--- src/rtl/acj_pkg.sv ---
// acj_pkg: shared constants and types of the audio crossfade joiner.
// Used by the datapath, the controller and the top level; depends on nothing.
package acj_pkg;

    // largest overlap the tail buffer can hold
    localparam int ACJ_MAX_FADE = 1024;
    localparam int ACJ_ADDR_W   = $clog2(ACJ_MAX_FADE);

    // field widths
    localparam int SAMPLE_W = 16;
    localparam int LEN_W    = 24;
    localparam int FLEN_W   = 11;
    localparam int STEP_W   = 17;
    localparam int TDATA_W  = 64;
    localparam int TUSER_W  = 2;
    localparam int CFG_IDX_W = 1;
    localparam int CFG_DAT_W = 17;

    // ramp value 1.0 in Q1.16
    localparam logic [STEP_W-1:0] ONE_Q16 = 17'h10000;

    // configuration register indexes
    localparam logic [CFG_IDX_W-1:0] REG_FADE_LENGTH = 1'b0;
    localparam logic [CFG_IDX_W-1:0] REG_FADE_STEP   = 1'b1;

    // commands from controller to datapath
    typedef struct packed {
        logic load_in;          // capture the input request
        logic eval;             // commit positions, tail write, tail read, ramp
        logic mix_mult;         // register the ramp product
        logic load_out_direct;  // pass the sample through to the output
        logic load_out_mix;     // load the mixed sample to the output
    } t_dp_cmd;

    // status from datapath to controller
    typedef struct packed {
        logic drop;      // sample beyond its segment
        logic to_tail;   // sample goes into the tail buffer
        logic do_mix;    // sample is mixed with the held tail
        logic out_free;  // output register can take a new request
    } t_dp_status;

endpackage

--- src/rtl/acj_ctrl.sv ---
// acj_ctrl: controller of the crossfade joiner, sequencing one request
// through evaluation and the two mix stages. Depends on acj_pkg.
module acj_ctrl
    import acj_pkg::*;
(
    input  logic       i_clk,
    input  logic       i_rst_n,
    input  logic       i_in_valid,
    output logic       o_in_ready,
    input  t_dp_status i_status,
    output t_dp_cmd    o_cmd
);

    localparam logic [1:0] ST_IDLE = 2'd0;
    localparam logic [1:0] ST_EVAL = 2'd1;
    localparam logic [1:0] ST_MIX1 = 2'd2;
    localparam logic [1:0] ST_MIX2 = 2'd3;

    logic [1:0] r_state;
    logic [1:0] n_state;

    // next state and commands
    always_comb begin
        n_state    = r_state;
        o_cmd      = '0;
        o_in_ready = 1'b0;
        unique case (r_state)
            ST_IDLE: begin
                o_in_ready = 1'b1;
                if (i_in_valid) begin
                    o_cmd.load_in = 1'b1;
                    n_state       = ST_EVAL;
                end
            end
            ST_EVAL: begin
                if (i_status.drop || i_status.to_tail) begin
                    o_cmd.eval = 1'b1;
                    n_state    = ST_IDLE;
                end else if (i_status.do_mix) begin
                    o_cmd.eval = 1'b1;
                    n_state    = ST_MIX1;
                end else if (i_status.out_free) begin
                    o_cmd.eval            = 1'b1;
                    o_cmd.load_out_direct = 1'b1;
                    n_state               = ST_IDLE;
                end
            end
            ST_MIX1: begin
                o_cmd.mix_mult = 1'b1;
                n_state        = ST_MIX2;
            end
            ST_MIX2: begin
                if (i_status.out_free) begin
                    o_cmd.load_out_mix = 1'b1;
                    n_state            = ST_IDLE;
                end
            end
            default: n_state = ST_IDLE;
        endcase
    end

    // state register
    always_ff @(posedge i_clk) begin
        if (!i_rst_n) begin
            r_state <= ST_IDLE;
        end else begin
            r_state <= n_state;
        end
    end

endmodule

--- config.mk ---
export PLATFORM = sky130hd
export DESIGN_NAME = acj_ctrl
export DESIGN_NICKNAME = d
export VERILOG_FILES = /design/src/rtl/acj_pkg.sv /design/src/rtl/acj_ctrl.sv
export SDC_FILE = /design/constraint.sdc
export NUM_CORES = 1
export LEC_CHECK = 0
export ABC_AREA = 1
export BUFFER_PORTS_ARGS = -buffer_cell sky130_fd_sc_hd__buf_4
export CAP_MARGIN = 30
export CORE_AREA = 2 2 39 41
export CTS_CLUSTER_SIZE = 30
export DETAILED_ROUTE_END_ITERATION = 10
export DIE_AREA = 0 0 41 43
export PLACE_DENSITY_LB_ADDON = 0.2
export SKIP_LAST_GASP = 1
export SYNTH_ARGS = -nofsm -noshare
export SYNTH_HDL_FRONTEND = slang
export SYNTH_SLANG_ARGS = --single-unit
--- constraint.sdc ---
create_clock -name i_clk -period 1 [get_ports i_clk]
set_input_delay 0.1 -clock i_clk [delete_from_list [all_inputs] [get_ports i_clk]]
set_output_delay 0.1 -clock i_clk [all_outputs]
set_load 0.02 [all_outputs]
==> insert_results.sql, run 1 <==
INSERT INTO impl_metrics (metric_group, metric, value, unit) VALUES
('sta', 'postLayoutSetupSlackWorst', '-0.0423', 'ns'),
('logic_synthesis', 'postSynthCellCount', '22', ''),
('final_layout', 'post_route_cells_drive_above_1_share', '0.641', ''),
('logic_synthesis', 'ys_top_cells_by_area', 'sky130_fd_sc_hd__dfxtp_1, sky130_fd_sc_hd__nor2_1, sky130_fd_sc_hd__inv_1', ''),
('floorplan', 'floorplan.die.height', '43', 'µm'),
('logic_synthesis', 'netlist_area', '139', 'µm²'),
('logic_synthesis', 'synth-seq-cells', '2', ''),
('pwr', 'power-per-cell-area', '1240', 'nW/µm²'),
('final_layout', 'inserted_diodes', '0', ''),
('floorplan', 'fp_rows', '14', ''),
('logic_synthesis', 'share_of_the_yosys_chip_area_belonging_to_registers', '0.288', ''),
('sta', 'timing.final.crit_period', '1.04', 'ns'),
('sta', 'final.period_utilization', '1.04', ''),
('run', 'cap_viol_max_count', '0', ''),
('drt', 'vias', '189', ''),
('sta', 'grt_setup_unrepaired', 'yes', ''),
('logic_synthesis', 'synth.net_count', '29', ''),
('drt', 'drc_errors', '0', ''),
('sta', 'report.final.hold_viol_count', '0', ''),
('pwr', 'leakagePower', '0.000158', 'µW'),
('floorplan', 'die_area', '1760', 'µm²'),
('placed_design', 'dpl.cell_count', '50', ''),
('setup_path', 'timing.critical_path.fanout_max', '5', ''),
('outcome', 'violations', 'setup timing', ''),
('pwr', 'clock_power_share', '0.482', ''),
('final_layout', 'design.final.nets', '48', ''),
('final_layout', 'regMostFlops', 'r_state', ''),
('grt', 'grt_max_degree', '7', ''),
('pwr', 'netSwitchingPower', '98.7', 'µW'),
('sta', 'worst_clock_skew', '0.00370', 'ns'),
('setup_path', 'crit_path_category', 'flip-flop to primary output', ''),
('setup_path', 'critPathArrivalTime', '0.94', 'ns'),
('final_layout', 'area_growth_syn_to_layout', '114', '%'),
('final_layout', 'final_cell_mix', 'sky130_fd_sc_hd__buf_4, sky130_fd_sc_hd__nor2_1, sky130_fd_sc_hd__inv_1, sky130_fd_sc_hd__clkbuf_4, sky130_fd_sc_hd__nand2_2', ''),
('clock_network', 'clock_tree_root_buffer_cell', 'sky130_fd_sc_hd__clkbuf_4', ''),
('drt', 'length_of_routed_met3_wiring', '86', 'µm'),
('drt', 'wl_met2', '139', 'µm'),
('final_layout', 'layout_top_registers', 'r_state: 2 flops', ''),
('clock_network', 'tritoncts', 'built', ''),
('sta', 'max_clock_freq', '0.959', 'GHz'),
('clock_network', 'clock-sinks', '2', ''),
('drt', 'detail_route_antenna_nets', '0', ''),
('floorplan', 'die_width', '41', 'µm'),
('pwr', 'power_frac_seq', '0.251', ''),
('logic_synthesis', 'ys.warnings.count', '0', ''),
('logic_synthesis', 'yosysTopAreaCell', 'sky130_fd_sc_hd__dfxtp_1', ''),
('floorplan', 'initial_core_util', '0.100', ''),
('clock_network', 'clk_transition_reported_paths', '0.03', 'ns'),
('outcome', 'run_status', 'complete, but fails checks', ''),
('drt', 'route.final.wire_length', '440', 'µm'),
('clock_network', 'clock_network_latency_to_the_later_pin_of_the_worst_skew_pair', '0.22', 'ns'),
('pwr', 'power.share.switching', '0.268', ''),
('grt', 'first_global_vias', '202', ''),
('final_layout', 'final_common_cell', 'sky130_fd_sc_hd__buf_4', ''),
('hold_path', 'hold_path.class', 'primary input to flip-flop', ''),
('placed_design', 'dp_worst_setup_slack', '0.0814', 'ns'),
('drt', 'wirelength_met1', '213', 'µm'),
('final_layout', 'largest_reg_flops', '2', ''),
('grt', 'grt_first_pass_wirelength', '731', 'µm'),
('pwr', 'ir_worst_vdd', '0.608', 'mV'),
('grt', 'global_route_usage_sum', '0.0641', ''),
('setup_path', 'worst-endpoint-required', '0.90', 'ns'),
('pwr', 'combinationalPowerShare', '0.267', ''),
('logic_synthesis', 'post_synth.cell_area_avg', '6.31', 'µm²'),
('final_layout', 'finalCoreUtilization', '0.215', ''),
('sta', 'setup-violations-final', '4', ''),
('grt', 'initial_antenna_violation_count', '0', ''),
('grt', 'grt_overflow_total', '0', ''),
('final_layout', 'fillCellCount', '152', ''),
('setup_path', 'cp-end-kind', 'primary output', ''),
('clock_network', 'cts_max_level', '1', '');
[power by group through the flow]
| stage | registers (µW) | clock network [µW] | logic (µW) |
|---|---|---|---|
| after floorplan | 90.9 | 0 | 42.7 |
| after global placement | 91.6 | 0 | 86.6 |
| after detailed placement | 92.2 | 0 | 85.0 |
| after CTS | 92.1 | 190 | 96.3 |
| after global routing | 92.9 | 203 | 108 |
| final | 92.2 | 177 | 98.4 |
[worst paths after layout]
kind	from	end	slack (ns)	cells after the start
worst max-delay path	r_state[1]	o_cmd[3]	-0.04	4
worst max register to register	r_state[1]	r_state[0]	0.07	6
worst min-delay path	i_rst_n	r_state[0]	0.13	3
worst min register to register	r_state[1]	r_state[1]	0.54	2
[Yosys cell counts]
master	count
sky130_fd_sc_hd__nor2_1	6
sky130_fd_sc_hd__inv_1	4
sky130_fd_sc_hd__dfxtp_1	2
sky130_fd_sc_hd__nand2_1	2
sky130_fd_sc_hd__a21oi_1	1
sky130_fd_sc_hd__a21oi_2	1
sky130_fd_sc_hd__nand2_2	1
sky130_fd_sc_hd__nand3_1	1
sky130_fd_sc_hd__nand3_2	1
sky130_fd_sc_hd__nand3b_1	1
sky130_fd_sc_hd__nor2_2	1
sky130_fd_sc_hd__nor3_1	1
[metrics by stage]
step           hold slack, ns  cell area (µm²)  setup TNS [ns]  power (µW)
5_1_grt                 0.132              298          -0.348         403
3_3_place_gp            0.383              249               0         178
3_5_place_dp            0.381              249               0         177
2_1_floorplan           0.239              139               0         134
6_report                0.135              298         -0.0745         368
4_1_cts                 0.127              294          -0.126         378
[metal layers]
| layer | GRT usage | vias to the layer above |
|---|---|---|
| met3 | 0.0628 | 0 |
| met4 | 0.0400 | 0 |
| met5 | 0 | - |
| li1 | - | 105 |
| met2 | 0.0750 | 12 |
| met1 | 0.0701 | 72 |
[layout make-up]
type                            instances  area [µm²]  area share
Tap cell                               16        20.0      0.0672
Inverter                                4        15.0      0.0504
Clock buffer                            3        22.5      0.0756
Sequential cell                         2        45.0       0.151
Multi-Input combinational cell         16        86.3       0.290
Timing Repair Buffer                   14         109       0.366
[critical path, cell delays in order, from the launching register on]
cell                      delay [ns]
sky130_fd_sc_hd__dfxtp_2        0.34
sky130_fd_sc_hd__inv_2          0.06
sky130_fd_sc_hd__nand2_2        0.05
sky130_fd_sc_hd__a21oi_2        0.13
sky130_fd_sc_hd__buf_6          0.14
[cell families (layout without fill, tap and decap cells)]
kind of cell,count (synthesis),after routing,share of synthesized area
AND/OR/NAND/NOR,14,14,0.505
flip-flops,2,2,0.288
buffers and inverters,4,21,0.108
AO/OA/AOI/OAI,2,2,0.0991
[repair_timing]
item                       4_1_cts  5_1_grt
setup buffers                    2        0
gates resized for setup          5        1
pin swaps                        1        0
setup endpoints to repair        5        6
cloned                           0        0
No activity file was read; power rests on OpenSTA's default activity.
==> run 2, diff against run 1 <==
- GPL_TIMING_DRIVEN: not set -> 0
==> run 2 against run 1 <==
The run still ends with setup timing left. Via count unchanged. Flip-flop and latch count unchanged. Core utilization increased by 0.090 points. Non-clock buffer count unchanged. Global-route usage increased by 0.10 points. Largest power group unchanged.
==> insert_results.sql, run 2 (synthesized netlist as in run 1, its figures left out) <==
INSERT INTO impl_metrics (metric_group, metric, value, unit) VALUES
('floorplan', 'die_width', '41', 'µm'),
('sta', 'timing.final.crit_period', '1.06', 'ns'),
('hold_path', 'hold_path.class', 'primary input to flip-flop', ''),
('placed_design', 'gp_routability_congestion', '0.596', ''),
('pwr', 'combinationalPowerShare', '0.268', ''),
('pwr', 'power-per-cell-area', '1210', 'nW/µm²'),
('pwr', 'leakagePower', '0.000159', 'µW'),
('final_layout', 'area_growth_syn_to_layout', '115', '%'),
('grt', 'grt_overflow_total', '0', ''),
('final_layout', 'post_route_cells_drive_above_1_share', '0.667', ''),
('drt', 'vias_per_cell', '3.44', ''),
('setup_path', 'worst-endpoint-required', '0.90', 'ns'),
('sta', 'finalSetupTns', '-0.112', 'ns'),
('setup_path', 'crit_path_category', 'flip-flop to primary output', ''),
('outcome', 'violations', 'setup timing', ''),
('placed_design', 'port_buffers', '12', ''),
('sta', 'worst_slew_slack_as_a_fraction_of_its_limit', '0.841', ''),
('floorplan', 'fp_rows', '14', ''),
('clock_network', 'cts_max_level', '1', ''),
('sta', 'report.final.hold_viol_count', '0', ''),
('final_layout', 'finish.cell_count_without_fillers', '55', ''),
('sta', 'postLayoutSetupSlackWorst', '-0.0580', 'ns'),
('drt', 'drt-wirelength-per-cell', '7.85', 'µm'),
('placed_design', 'dp_worst_setup_slack', '0.0639', 'ns'),
('pwr', 'power.share.switching', '0.266', ''),
('final_layout', 'largest_reg_flops', '2', ''),
('clock_network', 'clock_tree_root_buffer_cell', 'sky130_fd_sc_hd__clkbuf_4', ''),
('placed_design', 'dpl.cell_count', '50', ''),
('drt', 'drt_first_pass_iters', '2', ''),
('setup_path', 'cp-start-kind', 'flip-flop', ''),
('final_layout', 'layout_top_registers', 'r_state: 2 flops', ''),
('setup_path', 'timing.critical_path.fanout_max', '5', ''),
('pwr', 'internal_power', '265', 'µW'),
('sta', 'final.period_utilization', '1.06', ''),
('sta', 'max_clock_freq', '0.945', 'GHz'),
('final_layout', 'final_common_cell', 'sky130_fd_sc_hd__buf_4', ''),
('floorplan', 'die_area', '1760', 'µm²'),
('drt', 'drt_iter0_markers', '5', ''),
('clock_network', 'max-clock-path-buffers', '2', ''),
('run', 'cap_viol_max_count', '0', ''),
('sta', 'setup-violations-final', '4', ''),
('final_layout', 'regMostFlops', 'r_state', ''),
('final_layout', 'fillCellCount', '154', ''),
('pwr', 'ir_worst_vdd', '0.572', 'mV'),
('sta', 'report.final.slew_viol_count', '0', ''),
('clock_network', 'numCtsBuffers', '3', ''),
('clock_network', 'tritoncts', 'built', ''),
('floorplan', 'floorplan.die.height', '43', 'µm'),
('floorplan', 'initial_core_util', '0.100', ''),
('grt', 'global_route_usage_sum', '0.0651', ''),
('drt', 'detail_route_antenna_nets', '0', ''),
('final_layout', 'register_area', '47.5', 'µm²'),
('drt', 'route.final.wire_length', '432', 'µm'),
('setup_path', 'cp-end-kind', 'primary output', ''),
('final_layout', 'inserted_diodes', '0', ''),
('grt', 'initial_antenna_violation_count', '0', ''),
('clock_network', 'clk_transition_reported_paths', '0.03', 'ns'),
('pwr', 'clock_power_share', '0.484', ''),
('floorplan', 'core', '1380', 'µm²'),
('setup_path', 'critPathArrivalTime', '0.96', 'ns'),
('sta', 'timing_worst_slew_pin_value', '0.237', 'ns'),
('grt', 'grt_max_degree', '7', ''),
('pwr', 'power_frac_seq', '0.248', ''),
('sta', 'whs', '0.139', 'ns'),
('final_layout', 'design.final.nets', '48', ''),
('sta', 'grt_setup_unrepaired', 'yes', ''),
('floorplan', 'floorplan.io_pins', '13', ''),
('placed_design', 'dpl.hpwl', '333', 'µm'),
('drt', 'vias', '189', ''),
('clock_network', 'clock-sinks', '2', ''),
('drt', 'drc_errors', '0', ''),
('pwr', 'netSwitchingPower', '96.1', 'µW'),
('outcome', 'run_status', 'complete, but fails checks', ''),
('pwr', 'total_power_of_the_final_layout', '361', 'µW'),
('clock_network', 'clock_network_latency_to_the_later_pin_of_the_worst_skew_pair', '0.22', 'ns'),
('final_layout', 'final_cell_mix', 'sky130_fd_sc_hd__buf_4, sky130_fd_sc_hd__nor2_1, sky130_fd_sc_hd__inv_1, sky130_fd_sc_hd__clkbuf_4', ''),
('grt', 'first_global_vias', '211', ''),
('final_layout', 'multi_input_comb_area', '88.8', 'µm²'),
('grt', 'grt_first_pass_wirelength', '724', 'µm'),
('sta', 'worst_clock_skew', '0.00430', 'ns');
==> run 2: cell count changes in the layout (fill, tap and decap cells not counted) <==
cell	change
sky130_fd_sc_hd__buf_6	-1
sky130_fd_sc_hd__buf_4	+1
sky130_fd_sc_hd__nor2_2	+1
sky130_fd_sc_hd__dfxtp_4	+1
sky130_fd_sc_hd__dfxtp_2	-1
sky130_fd_sc_hd__nor2_1	-1
==> run 2: repair_timing <==
action | in CTS | in global routing
setup endpoints to repair | 5 | 7
buffers inserted | 2 | 1
resized for setup | 5 | 2
hold buffers | 0 | 0
gates cloned | 0 | 0
pin swaps | 0 | 1
==> run 2: power groups by stage <==
stage | registers (µW) | clock network [µW] | logic [µW]
after detailed placement | 92.5 | 0 | 85.1
after global placement | 92.8 | 0 | 85.5
final | 89.7 | 175 | 96.8
after CTS | 92.4 | 185 | 96.3
after floorplan | 90.9 | 0 | 42.7
after global routing | 91.0 | 197 | 106
==> run 2: per-stage QoR <==
stage          area, µm²  utilization
2_1_floorplan        139            -
3_3_place_gp         249        0.180
3_5_place_dp         249        0.180
4_1_cts              294        0.212
5_1_grt              299        0.216
6_report             299        0.216
==> run 2: worst paths after layout <==
check	slack, ns	depth (start not counted)	to	from
min	0.14	3	r_state[0]	i_rst_n
min reg2reg	0.53	2	r_state[1]	r_state[1]
max reg2reg	0.07	6	r_state[0]	r_state[1]
max	-0.06	4	o_cmd[3]	r_state[1]
==> run 2: area by class of cell <==
class,instances,share of cell area
repair buffers,14,0.351
multi-input cells,16,0.297
flip-flops and latches,2,0.159
clock buffers,3,0.0753
well taps,16,0.0669
inverters,4,0.0502
==> run 2: routing by layer <==
layer	part of all wire	wire length, µm	vias to the layer above	GRT usage
met3	0.14	60	0	0.0314
met4	0	0	0	0.0600
met1	0.51	221	74	0.0796
li1	-	-	103	-
met2	0.34	149	12	0.0781
met5	0	0	-	0
==> run 2: critical path, stage by stage (launching register included) <==
cell,delay [ns]
sky130_fd_sc_hd__dfxtp_4,0.35
sky130_fd_sc_hd__inv_2,0.06
sky130_fd_sc_hd__nand2_2,0.05
sky130_fd_sc_hd__a21oi_2,0.12
sky130_fd_sc_hd__buf_4,0.16
